[src/design/aed_pkg.sv]
// Shared constants for the audio envelope detector: widths, register indexes and modes.
package aed_pkg;

  localparam int SampleWidth = 16;
  localparam int LevelWidth  = 31;
  localparam int CoefWidth   = 16;
  localparam int CfgIdxWidth = 3;
  localparam int CfgDataWidth = 16;
  localparam int ProdWidth   = 48;

  // One in Q0.16, as a 17-bit constant used for the complementary coefficient.
  localparam logic [CoefWidth:0] ONE_Q16 = 17'h10000;

  // Largest legal level, 1.0 in Q1.30.
  localparam logic [LevelWidth-1:0] LEVEL_ONE = 31'h4000_0000;

  // Configuration register indexes.
  localparam logic [CfgIdxWidth-1:0] REG_ATTACK  = 3'd0;
  localparam logic [CfgIdxWidth-1:0] REG_RELEASE = 3'd1;
  localparam logic [CfgIdxWidth-1:0] REG_DETECT  = 3'd2;
  localparam logic [CfgIdxWidth-1:0] REG_BRANCH  = 3'd3;
  localparam logic [CfgIdxWidth-1:0] REG_SMOOTH  = 3'd4;

  // Detection modes.
  localparam logic [1:0] MODE_PEAK = 2'd0;
  localparam logic [1:0] MODE_MS   = 2'd1;
  localparam logic [1:0] MODE_RMS  = 2'd2;
  localparam logic [1:0] MODE_PRE  = 2'd3;

endpackage

[src/design/audio_envelope_detector.sv]
// Audio envelope follower with attack and release smoothing on one shared multiplier.
//
// Usage. Samples arrive on the input channel (in_valid, in_ready, sample) as signed
// Q1.15 values; one envelope value in unsigned Q1.30 leaves on the output channel
// (out_valid, out_ready, envelope_out) for each sample. Registers are written on the
// configuration channel (cfg_valid, cfg_ready, cfg_index, cfg_data), which is always
// ready; they should only be written while no request is in flight. Writing the
// branching mode register clears the envelope and the peak estimate.
//
// Sequencing. A sample is taken while the sequencer is idle and then worked on by a
// small sequencer that drives a single 17 x 31 bit multiplier: each smoother step runs
// through the states M1, M2 and SUM, and the decoupled mode runs two of them. The
// squaring modes add the states SQ and LDX, and the RMS mode adds a bit-pair square
// root. The result is written to the output register from the FIN state, and in_ready
// stays low meanwhile. The next request is taken only after that write, so the block
// does not take a new sample before it is through with the last one.
//
// The result sits in an output register. If the receiver stalls, the block still takes
// and works on the next request, and only waits before writing its result while the
// previous one has not been taken. Reset clears the configuration, the filter state,
// the sequencer and out_valid.
module audio_envelope_detector (
  input  logic                                 clk,
  input  logic                                 rst,
  input  logic                                 in_valid,
  output logic                                 in_ready,
  input  logic signed [aed_pkg::SampleWidth-1:0] sample,
  output logic                                 out_valid,
  input  logic                                 out_ready,
  output logic        [aed_pkg::LevelWidth-1:0]  envelope_out,
  input  logic                                 cfg_valid,
  output logic                                 cfg_ready,
  input  logic        [aed_pkg::CfgIdxWidth-1:0] cfg_index,
  input  logic        [aed_pkg::CfgDataWidth-1:0] cfg_data
);

  localparam int LW = aed_pkg::LevelWidth;
  localparam int CW = aed_pkg::CoefWidth;
  localparam int PW = aed_pkg::ProdWidth;

  // Sequencer states.
  localparam logic [2:0] ST_IDLE = 3'd0;
  localparam logic [2:0] ST_SQ   = 3'd1;
  localparam logic [2:0] ST_LDX  = 3'd2;
  localparam logic [2:0] ST_M1   = 3'd3;
  localparam logic [2:0] ST_M2   = 3'd4;
  localparam logic [2:0] ST_SUM  = 3'd5;
  localparam logic [2:0] ST_SQRT = 3'd6;
  localparam logic [2:0] ST_FIN  = 3'd7;

  // Configuration registers.
  logic [CW-1:0] attack_coef;
  logic [CW-1:0] release_coef;
  logic [1:0]    detection_mode;
  logic          branching_mode;
  logic          smooth_release;

  // Filter state.
  logic [LW-1:0] envelope_level;
  logic [LW-1:0] fast_peak;

  // Sequencer and working registers.
  logic [2:0]    state;
  logic          phase;
  logic [15:0]   mag;
  logic [LW-1:0] x;
  logic [PW-1:0] prod;
  logic [31:0]   acc;
  logic [LW-1:0] result;

  // Square root working registers.
  logic [LW-1:0] sq_rem;
  logic [31:0]   sq_res;
  logic [LW-1:0] sq_bit;
  logic [3:0]    sq_cnt;

  logic          in_take;
  logic          cfg_take;
  logic          out_free;

  assign in_ready  = (state == ST_IDLE);
  assign cfg_ready = 1'b1;
  assign in_take   = in_valid && in_ready;
  assign cfg_take  = cfg_valid && cfg_ready;
  assign out_free  = !out_valid || out_ready;

  // Front end: magnitude, most negative sample giving exactly 2^15; MODE_PRE clamps at 0.
  logic        neg;
  logic [15:0] mag_in;
  logic [LW-1:0] x_direct;

  always_comb begin
    neg    = sample[aed_pkg::SampleWidth-1];
    mag_in = neg ? (16'd0 - 16'(sample)) : 16'(sample);
    if (detection_mode == aed_pkg::MODE_PRE) begin
      x_direct = neg ? '0 : {16'(sample), 15'd0};
    end else begin
      x_direct = {mag_in, 15'd0};
    end
  end

  // Operand selection for the shared multiplier. The attack path is taken in the
  // second pass of the decoupled mode, or in branching mode when the detector value
  // rises above the envelope.
  logic          use_attack;
  logic          use_second;
  logic [CW:0]   coef_a;
  logic [CW:0]   coef_r;
  logic [CW:0]   c1;
  logic [CW:0]   c2;
  logic [LW-1:0] v1;
  logic [LW-1:0] v2;
  logic [CW:0]   mul_a;
  logic [LW-1:0] mul_b;
  logic [PW-1:0] mul_p;

  always_comb begin
    use_attack = branching_mode ? (x > envelope_level) : phase;
    use_second = use_attack || smooth_release;
    coef_a     = {1'b0, attack_coef};
    coef_r     = {1'b0, release_coef};
    c1         = use_attack ? coef_a : coef_r;
    c2         = aed_pkg::ONE_Q16 - c1;
    v1         = (!branching_mode && !phase) ? fast_peak : envelope_level;
    v2         = (!branching_mode && phase) ? fast_peak : x;
    unique case (state)
      ST_SQ: begin
        mul_a = {1'b0, mag};
        mul_b = {15'd0, mag};
      end
      ST_M1: begin
        mul_a = c1;
        mul_b = v1;
      end
      default: begin
        mul_a = c2;
        mul_b = v2;
      end
    endcase
    mul_p = {31'd0, mul_a} * {17'd0, mul_b};
  end

  // Truncated product sum (second term only if use_second), and the decoupled peak update.
  logic [31:0]   sum;
  logic [LW-1:0] peak_next;

  always_comb begin
    sum = acc + (use_second ? prod[PW-1:16] : 32'd0);
    peak_next = ({1'b0, x} > sum) ? x : sum[LW-1:0];
  end

  // One step of the bit-pair square root.
  logic [31:0]   sq_trial;
  logic          sq_fit;
  logic [LW-1:0] sq_rem_next;
  logic [31:0]   sq_res_next;

  always_comb begin
    sq_trial = sq_res + {1'b0, sq_bit};
    sq_fit   = ({1'b0, sq_rem} >= sq_trial);
    if (sq_fit) begin
      sq_rem_next = sq_rem - sq_trial[LW-1:0];
      sq_res_next = (sq_res >> 1) + {1'b0, sq_bit};
    end else begin
      sq_rem_next = sq_rem;
      sq_res_next = sq_res >> 1;
    end
  end

  // Configuration registers and the filter state.
  always_ff @(posedge clk) begin
    if (rst) begin
      attack_coef    <= '0;
      release_coef   <= '0;
      detection_mode <= aed_pkg::MODE_PEAK;
      branching_mode <= 1'b0;
      smooth_release <= 1'b0;
      envelope_level <= '0;
      fast_peak      <= '0;
    end else if (cfg_take) begin
      unique case (cfg_index)
        aed_pkg::REG_ATTACK:  attack_coef    <= cfg_data;
        aed_pkg::REG_RELEASE: release_coef   <= cfg_data;
        aed_pkg::REG_DETECT:  detection_mode <= cfg_data[1:0];
        aed_pkg::REG_BRANCH: begin
          branching_mode <= cfg_data[0];
          envelope_level <= '0;
          fast_peak      <= '0;
        end
        aed_pkg::REG_SMOOTH:  smooth_release <= cfg_data[0];
        default: ;
      endcase
    end else if (state == ST_SUM) begin
      if (!branching_mode && !phase) begin
        fast_peak <= peak_next;
      end else begin
        envelope_level <= sum[LW-1:0];
      end
    end
  end

  // Sequencer.
  always_ff @(posedge clk) begin
    if (rst) begin
      state <= ST_IDLE;
      phase <= 1'b0;
    end else begin
      unique case (state)
        ST_IDLE: begin
          if (in_take) begin
            phase <= 1'b0;
            if (detection_mode == aed_pkg::MODE_MS || detection_mode == aed_pkg::MODE_RMS) begin
              state <= ST_SQ;
            end else begin
              state <= ST_M1;
            end
          end
        end
        ST_SQ:  state <= ST_LDX;
        ST_LDX: state <= ST_M1;
        ST_M1:  state <= ST_M2;
        ST_M2:  state <= ST_SUM;
        ST_SUM: begin
          if (!branching_mode && !phase) begin
            phase <= 1'b1;
            state <= ST_M1;
          end else if (detection_mode == aed_pkg::MODE_RMS) begin
            state <= ST_SQRT;
          end else begin
            state <= ST_FIN;
          end
        end
        ST_SQRT: begin
          if (sq_cnt == 4'd15) begin
            state <= ST_FIN;
          end
        end
        ST_FIN: begin
          if (out_free) begin
            state <= ST_IDLE;
          end
        end
        default: state <= ST_IDLE;
      endcase
    end
  end

  // Datapath registers.
  always_ff @(posedge clk) begin
    prod <= mul_p;
    if (in_take) begin
      mag <= mag_in;
      x   <= x_direct;
    end
    if (state == ST_LDX) begin
      x <= prod[LW-1:0];
    end
    if (state == ST_M2) begin
      acc <= prod[PW-1:16];
    end
    if (state == ST_SUM) begin
      result <= sum[LW-1:0];
      sq_rem <= sum[LW-1:0];
      sq_res <= '0;
      sq_bit <= aed_pkg::LEVEL_ONE;
      sq_cnt <= '0;
    end
    if (state == ST_SQRT) begin
      sq_rem <= sq_rem_next;
      sq_res <= sq_res_next;
      sq_bit <= sq_bit >> 2;
      sq_cnt <= sq_cnt + 4'd1;
      if (sq_cnt == 4'd15) begin
        result <= {sq_res_next[15:0], 15'd0};
      end
    end
  end

  // Output register.
  always_ff @(posedge clk) begin
    if (rst) begin
      out_valid <= 1'b0;
    end else if (state == ST_FIN && out_free) begin
      out_valid <= 1'b1;
    end else if (out_ready) begin
      out_valid <= 1'b0;
    end
  end

  always_ff @(posedge clk) begin
    if (state == ST_FIN && out_free) begin
      envelope_out <= result;
    end
  end

  // Checks on the filter state and the sequencer.
  a_env_range: assert property (@(posedge clk) disable iff (rst)
    envelope_level <= aed_pkg::LEVEL_ONE)
    else $error("envelope level above one");

  a_peak_range: assert property (@(posedge clk) disable iff (rst)
    fast_peak <= aed_pkg::LEVEL_ONE)
    else $error("peak estimate above one");

  a_branch_clear: assert property (@(posedge clk) disable iff (rst)
    cfg_take && cfg_index == aed_pkg::REG_BRANCH |=> envelope_level == '0 && fast_peak == '0)
    else $error("branching mode write did not clear the state");

  a_second_pass: assert property (@(posedge clk) disable iff (rst)
    state == ST_M1 && phase |-> !branching_mode)
    else $error("second smoother pass in branching mode");

  a_busy: assert property (@(posedge clk) disable iff (rst)
    in_take |=> !in_ready)
    else $error("request accepted while busy");

endmodule
[config.mk]
export PLATFORM = sky130hd
export DESIGN_NAME = audio_envelope_detector
export DESIGN_NICKNAME = d
export VERILOG_FILES = /design/src/design/aed_pkg.sv /design/src/design/audio_envelope_detector.sv
export SDC_FILE = /design/constraint.sdc
export NUM_CORES = 2
export LEC_CHECK = 0
export ABC_AREA = 1
export BUFFER_PORTS_ARGS = -buffer_cell sky130_fd_sc_hd__buf_2
export CORE_ASPECT_RATIO = 1.2
export CORE_MARGIN = 2
export CORE_UTILIZATION = 45
export CTS_CLUSTER_SIZE = 20
export DETAILED_ROUTE_END_ITERATION = 6
export PLACE_DENSITY = 0.59
export REMOVE_ABC_BUFFERS = 1
export SLEW_MARGIN = 20
export SYNTH_ARGS = -nofsm -noshare
export SYNTH_HDL_FRONTEND = slang
export SYNTH_SLANG_ARGS = --single-unit
[constraint.sdc]
create_clock -name clk -period 8.1 [get_ports clk]
set_input_delay 0.81 -clock clk [delete_from_list [all_inputs] [get_ports clk]]
set_output_delay 0.81 -clock clk [all_outputs]
set_load 0.005 [all_outputs]
After elaboration in Yosys (flattened, before gate mapping)
Cells that the tools add are included.
{ "totals": {"in_bits": 40, "wordCells": 127, "reg_bits": 375, "output_inout_bits": 34} }
{ "classes": {"mul": 1, "reduce_logical": 28, "n_lt_le_gt_ge": 3, "addsub": 7, "n_mux": 45, "eq_ne": 22} }
{ "op_table": {"columns": ["cell", "count"], "rows": [
  ["$mux W31", 19],
  ["$mux W32", 4],
  ["$pmux W31 S2", 1],
  ["$mux W29", 2],
  ["$mul A17 B31 Y48", 1],
  ["$pmux W17 S2", 1],
  ["$add A31 B31 Y32", 1],
  ["$add A32 B31 Y32", 1],
  ["$add A32 B32 Y32", 1],
  ["$ge A31 B32 Y1", 1],
  ["$gt A31 B32 Y1", 1],
  ["$mux W16", 2],
  ["$gt A31 B31 Y1", 1],
  ["$sub A31 B31 Y31", 1],
  ["$mux W30", 1],
  ["$pmux W3 S8", 1],
  ["$sub A17 B16 Y17 const A", 1],
  ["$sub A1 B16 Y16 const A", 1],
  ["$eq A3 B3 Y1 const B", 5],
  ["$eq A3 B2 Y1 const B", 4],
  ["$mux W3", 4],
  ["$reduce_and A2 Y1", 6],
  ["$reduce_and A3 Y1", 4],
  ["$reduce_bool A2 Y1", 6],
  ["15 further kinds", 36]
]} }

Logic depth before layout (Yosys ltp)
{ "logic_depth": {"depth_word": 10, "mapped_depth": 50, "ltp_nobuf": 47} }

Least setup slack after synthesis
No wires, ideal clock.
{ "synth_path": {"kind": "reg-to-reg", "from": "register x[30]", "to": "register prod[34]", "arrival_ns": 8.016, "setup_slack_ns": 0.012, "period_less_slack_ns": 8.088, "stages_incl_launch_ff": 46, "path_cell_list": "edfxtp_1 -> ha_1 -> nand2_1 -> nor2_2 -> nand2_1 -> nor2_1 -> nand3b_1 -> nand2_1 -> inv_2 -> nand2_4 -> nand2_4 -> buf_6 -> buf_6 -> nand2_1 -> o21ai_2 -> inv_2 -> ha_1 -> nand3_2 -> [... 10 more ...] -> inv_1 -> fa_1 -> inv_1 -> fa_1 -> fa_1 -> inv_1 -> fa_1 -> inv_1 -> ha_1 -> nand2_1 -> nor2_1 -> nor2_1 -> a21boi_0 -> o21ai_0 -> a21oi_1 -> o21ai_0 -> a21oi_1 -> xnor2_1"} }
{ "synth_between": {"elab_chain_cells": 6, "elab_cells_between_ends": 8} }
{ "synth_rtl": {"columns": ["element", "line", "text"], "rows": [
  ["start: declaration", "audio_envelope_detector.sv:66", "logic [LW-1:0] x;"],
  ["start signal: assignment", "audio_envelope_detector.sv:253", "x <= x_direct;"],
  ["start signal: assignment", "audio_envelope_detector.sv:256", "x <= prod[LW-1:0];"],
  ["$gt A31 B31 Y1", "audio_envelope_detector.sv:118", "use_attack = branching_mode ? (x > envelope_level) : phase;"],
  ["$mux W1", "audio_envelope_detector.sv:118", null],
  ["$mux W16", "audio_envelope_detector.sv:122", "c1 = use_attack ? coef_a : coef_r;"],
  ["$sub A17 B16 Y17", "audio_envelope_detector.sv:123", "c2 = aed_pkg::ONE_Q16 - c1;"],
  ["$pmux W17 S2", "audio_envelope_detector.sv:126", "unique case (state)"],
  ["$mul A17 B31 Y48 *", "audio_envelope_detector.sv:140", "mul_p = {31'd0, mul_a} * {17'd0, mul_b};"],
  ["net mul_p[34]", "audio_envelope_detector.sv:115", "logic [PW-1:0] mul_p;"],
  ["end signal: assignment", "audio_envelope_detector.sv:250", "prod <= mul_p;"],
  ["end: declaration", "audio_envelope_detector.sv:67", "logic [PW-1:0] prod;"]
]} }
Mark *: on every way through the listed nets, which the timed path passes. The rest lies on a longest branch.
A chain may end at the register's enable or synchronous reset.

Worst setup path after layout
{ "layout_path": {"from": "register x[6]", "to": "register prod[42]"} }
Same word-level chain as after synthesis.

==> results.toml <==
[synthesis]
synth.distinct_cells = 57
synth_top_cell_area_share_pct = 21.50
synthAdderAreaFrac_pct = 30.29
avgSynthCellArea_um2 = 7.745
synth.yosys.seq_area_share_pct = 23.23
synth_seq_cells = 375
synth_ff_type = "edfxtp_1"
synth.area.mux_share_pct = 0
synth_compound_area_share_pct = 10.61
synth.most_common_cell = "inv_1"
synthSimpleGateAreaFrac_pct = 20.40
async_flop_share_pct = 0
yosys-top-cells-area = "fa_1, edfxtp_1, inv_1"
yosysTopAreaCell = "fa_1"
synth_common_cells = "inv_1, nand2_1, fa_1, nor2_1, a21oi_1"
synth-edff-count = 192
synth_xor_area_share_pct = 3.409
ys_warn_count = 0
netlist_area_mm2 = 0.04059
synth_top_family_by_area = "adder cells"
synthCells = 5241

[layout]
layout.cells.non_filler = 6872
design_area_mm2 = 0.04939
fin_util_pct = 55.29
drive_gt1_share_pct = 18.53
nets = 6437
syn_to_final_growth_pct = 21.67

[setup_path]
crit_start = "x[6]$_SDFFCE_PN0P_"
cp-end-kind = "register"
worstReg2RegStart = "x[6]$_SDFFCE_PN0P_"
worstPathMaxFanout = 9
reg2reg_depth = 40
r2r-end = "prod[42]$_DFF_P_"
cp.arrival_ns = 8.45
crit_path_start_kind = "register"
endpoint = "prod[42]$_DFF_P_"
critical_path_class = "register to register"
crit_path_top_delay_cell = "fa_1"
cp_common_cell = "fa_1"
critPathMaxStageDelay_ns = 0.52
r2r_slack_ns = 0.11
required_ns = 8.56

[route]
drt_iter0_markers = 2895
drt-wirelength-per-cell_um = 20.94
route.met2.wl_um = 69440
via_per_inst = 5.353
topRoutingLayerUsed = "met5"
drt-met1-wl_um = 54700
drtAntennaViolNets = 0
wirelength_um = 143900
route.met3.wl_um = 8312
drc = 0
via_count = 36780
detail_route.first_pass.iterations = 6

[sta]
timing.fmax_ghz = 0.1251
setup_viol = 0
postLayoutSetupSlackWorst_ns = 0.1065
worst_clock_skew_ns = 0.02922
grt_setup_unrepaired = "true"
min_period_ns = 7.994
slew_viol_final = 0
slew_headroom_pct = 30.14
fin_crit_sh_pct = 98.69
hold_viol_final = 0
worst_pin_slew_ns = 1.045

[run_status]
status = "complete, no violations"

[global_route]
antenna_found_initial = 12
grt_pass1_wl_um = 213700
grt_start_max_net_pins = 75
grt_pass1_vias = 37480
grt_use_total_pct = 30.12
overflow = 0

[cts]
numCtsBuffers = 41
clockBufferDepth = 3
holdBufCountCts = 0
ctsHtreeMaxLevel = 2
clock-root-buffer = "clkbuf_16"
cts_tree = "yes"
clock_latency_ns = 0.60
clk_pin_slew_ns = 0.07
cts_sinks = 375

[floorplan]
design.die.area_mm2 = 0.09264
pin_count = 74
die_x_um = 278.2
num_rows = 120
start_util_pct = 45.44
die_h_um = 333.0
core_mm2 = 0.08934

[placement]
dp_hpwl_um = 114500
dp_cells = 6740
place_congestion = 0.9647
port-buffer-count = 72
postPlaceCellArea_mm2 = 0.04533
place_ws_ns = -0.6468

[hold_path]
hold_path.class = "register to register"

[flow_run]
max_cap_viol_count = 0
==> cell usage in the layout, fill, tap and decap left out, drive strengths merged, types with 5 or more instances in the layout <==
cell type	Yosys	layout
inv	1077	1078
nand2	1066	1066
buf	48	563
fa	436	436
nor2	433	433
a21oi	347	347
nand3	289	289
ha	285	285
o21ai	240	240
edfxtp	192	192
dfxtp	183	183
xor2	100	100
nand4	96	96
clkbuf	134	67
xnor2	58	58
o211ai	48	48
nor3	35	35
a31oi	34	34
clkinv	11	24
a21o	18	18
a211oi	17	17
o21bai	15	15
o22ai	12	12
o21a	11	11
nor4	11	11
or2	10	10
a21boi	7	7
nand3b	5	5
bufinv	0	5
==> stage by stage <==
step	hold WS, ns	setup TNS, ns
finish	0.4310	0
global route	0.4333	-2.060
CTS	0.4278	-0.04112
detailed placement	0.4135	-9.490
global placement	0.4108	-8.220
floorplan	0.4030	-11.91
==> area by class of cell <==
type                            count  area (um2)
Clock buffer                       56        1135
Multi-Input combinational cell   3596       28110
Timing Repair Buffer              574        4886
Fill cell                        8250       39940
Tap cell                         1159        1450
Inverter                         1088        4110
Clock inverter                     20       257.7
Sequential cell                   375        9437
Antenna cell                        4       10.01
==> cell families after synthesis <==
family,after synthesis
AO/OA/AOI/OAI,767
XOR/XNOR,158
adder cells (fa/ha/maj),721
buffers and inverters,1270
other,1
AND/OR/NAND/NOR,1949
flip-flops,375
==> per-layer routing <==
metal,vias up,GRT usage (%)
li1,17410,-
met1,17670,35.43
met2,1297,52.42
met3,400,3.587
met4,8,18.57
met5,-,0
==> timing repair <==
item,in CTS,in global routing
pin swaps,13,147
endpoints found under the setup margin,27,31
cloned,0,13
setup buffers,5,36
resized for setup,76,435
==> critical path: cells and delay by family, from the launching register on <==
kind | cells | cell delay [ns]
simple gates | 15 | 1.58
buf+inv | 11 | 1.23
xor+xnor | 1 | 0.18
fa+ha+maj | 8 | 3.47
flops | 1 | 0.46
compound gates | 5 | 0.91
==> how the worst min path moves through the flow <==
| stage | startpoint | to | slack (ns) | depth (start not counted) |
|---|---|---|---|---|
| 4_1_cts | result[2]$_DFF_P_ | envelope_out[2]$_DFFE_PP_ | 0.43 | 0 |
| 5_1_grt | result[2]$_DFF_P_ | envelope_out[2]$_DFFE_PP_ | 0.43 | 0 |
| 3_3_place_gp | prod[35]$_DFF_P_ | acc[19]$_DFFE_PP_ | 0.41 | 0 |
| 2_1_floorplan | result[0]$_DFF_P_ | envelope_out[0]$_DFFE_PP_ | 0.40 | 0 |
| 3_5_place_dp | result[2]$_DFF_P_ | envelope_out[2]$_DFFE_PP_ | 0.41 | 0 |
| 6_report | result[2]$_DFF_P_ | envelope_out[2]$_DFFE_PP_ | 0.43 | 0 |
==> state kept, by name, indices dropped and copies added, names as in the netlist <==
signal / cells
prod: 48
acc: 32
sq_res: 32
envelope_level: 31
envelope_out: 31
fast_peak: 31
result: 31
sq_rem: 31
x: 31
attack_coef: 16
mag: 16
release_coef: 16
sq_bit: 16
sq_cnt: 4
state: 3
detection_mode: 2
branching_mode: 1
out_valid: 1
phase: 1
smooth_release: 1
Power is not shown: default switching activity piles up to over one toggle a cycle in this logic, so the estimate is an artifact.
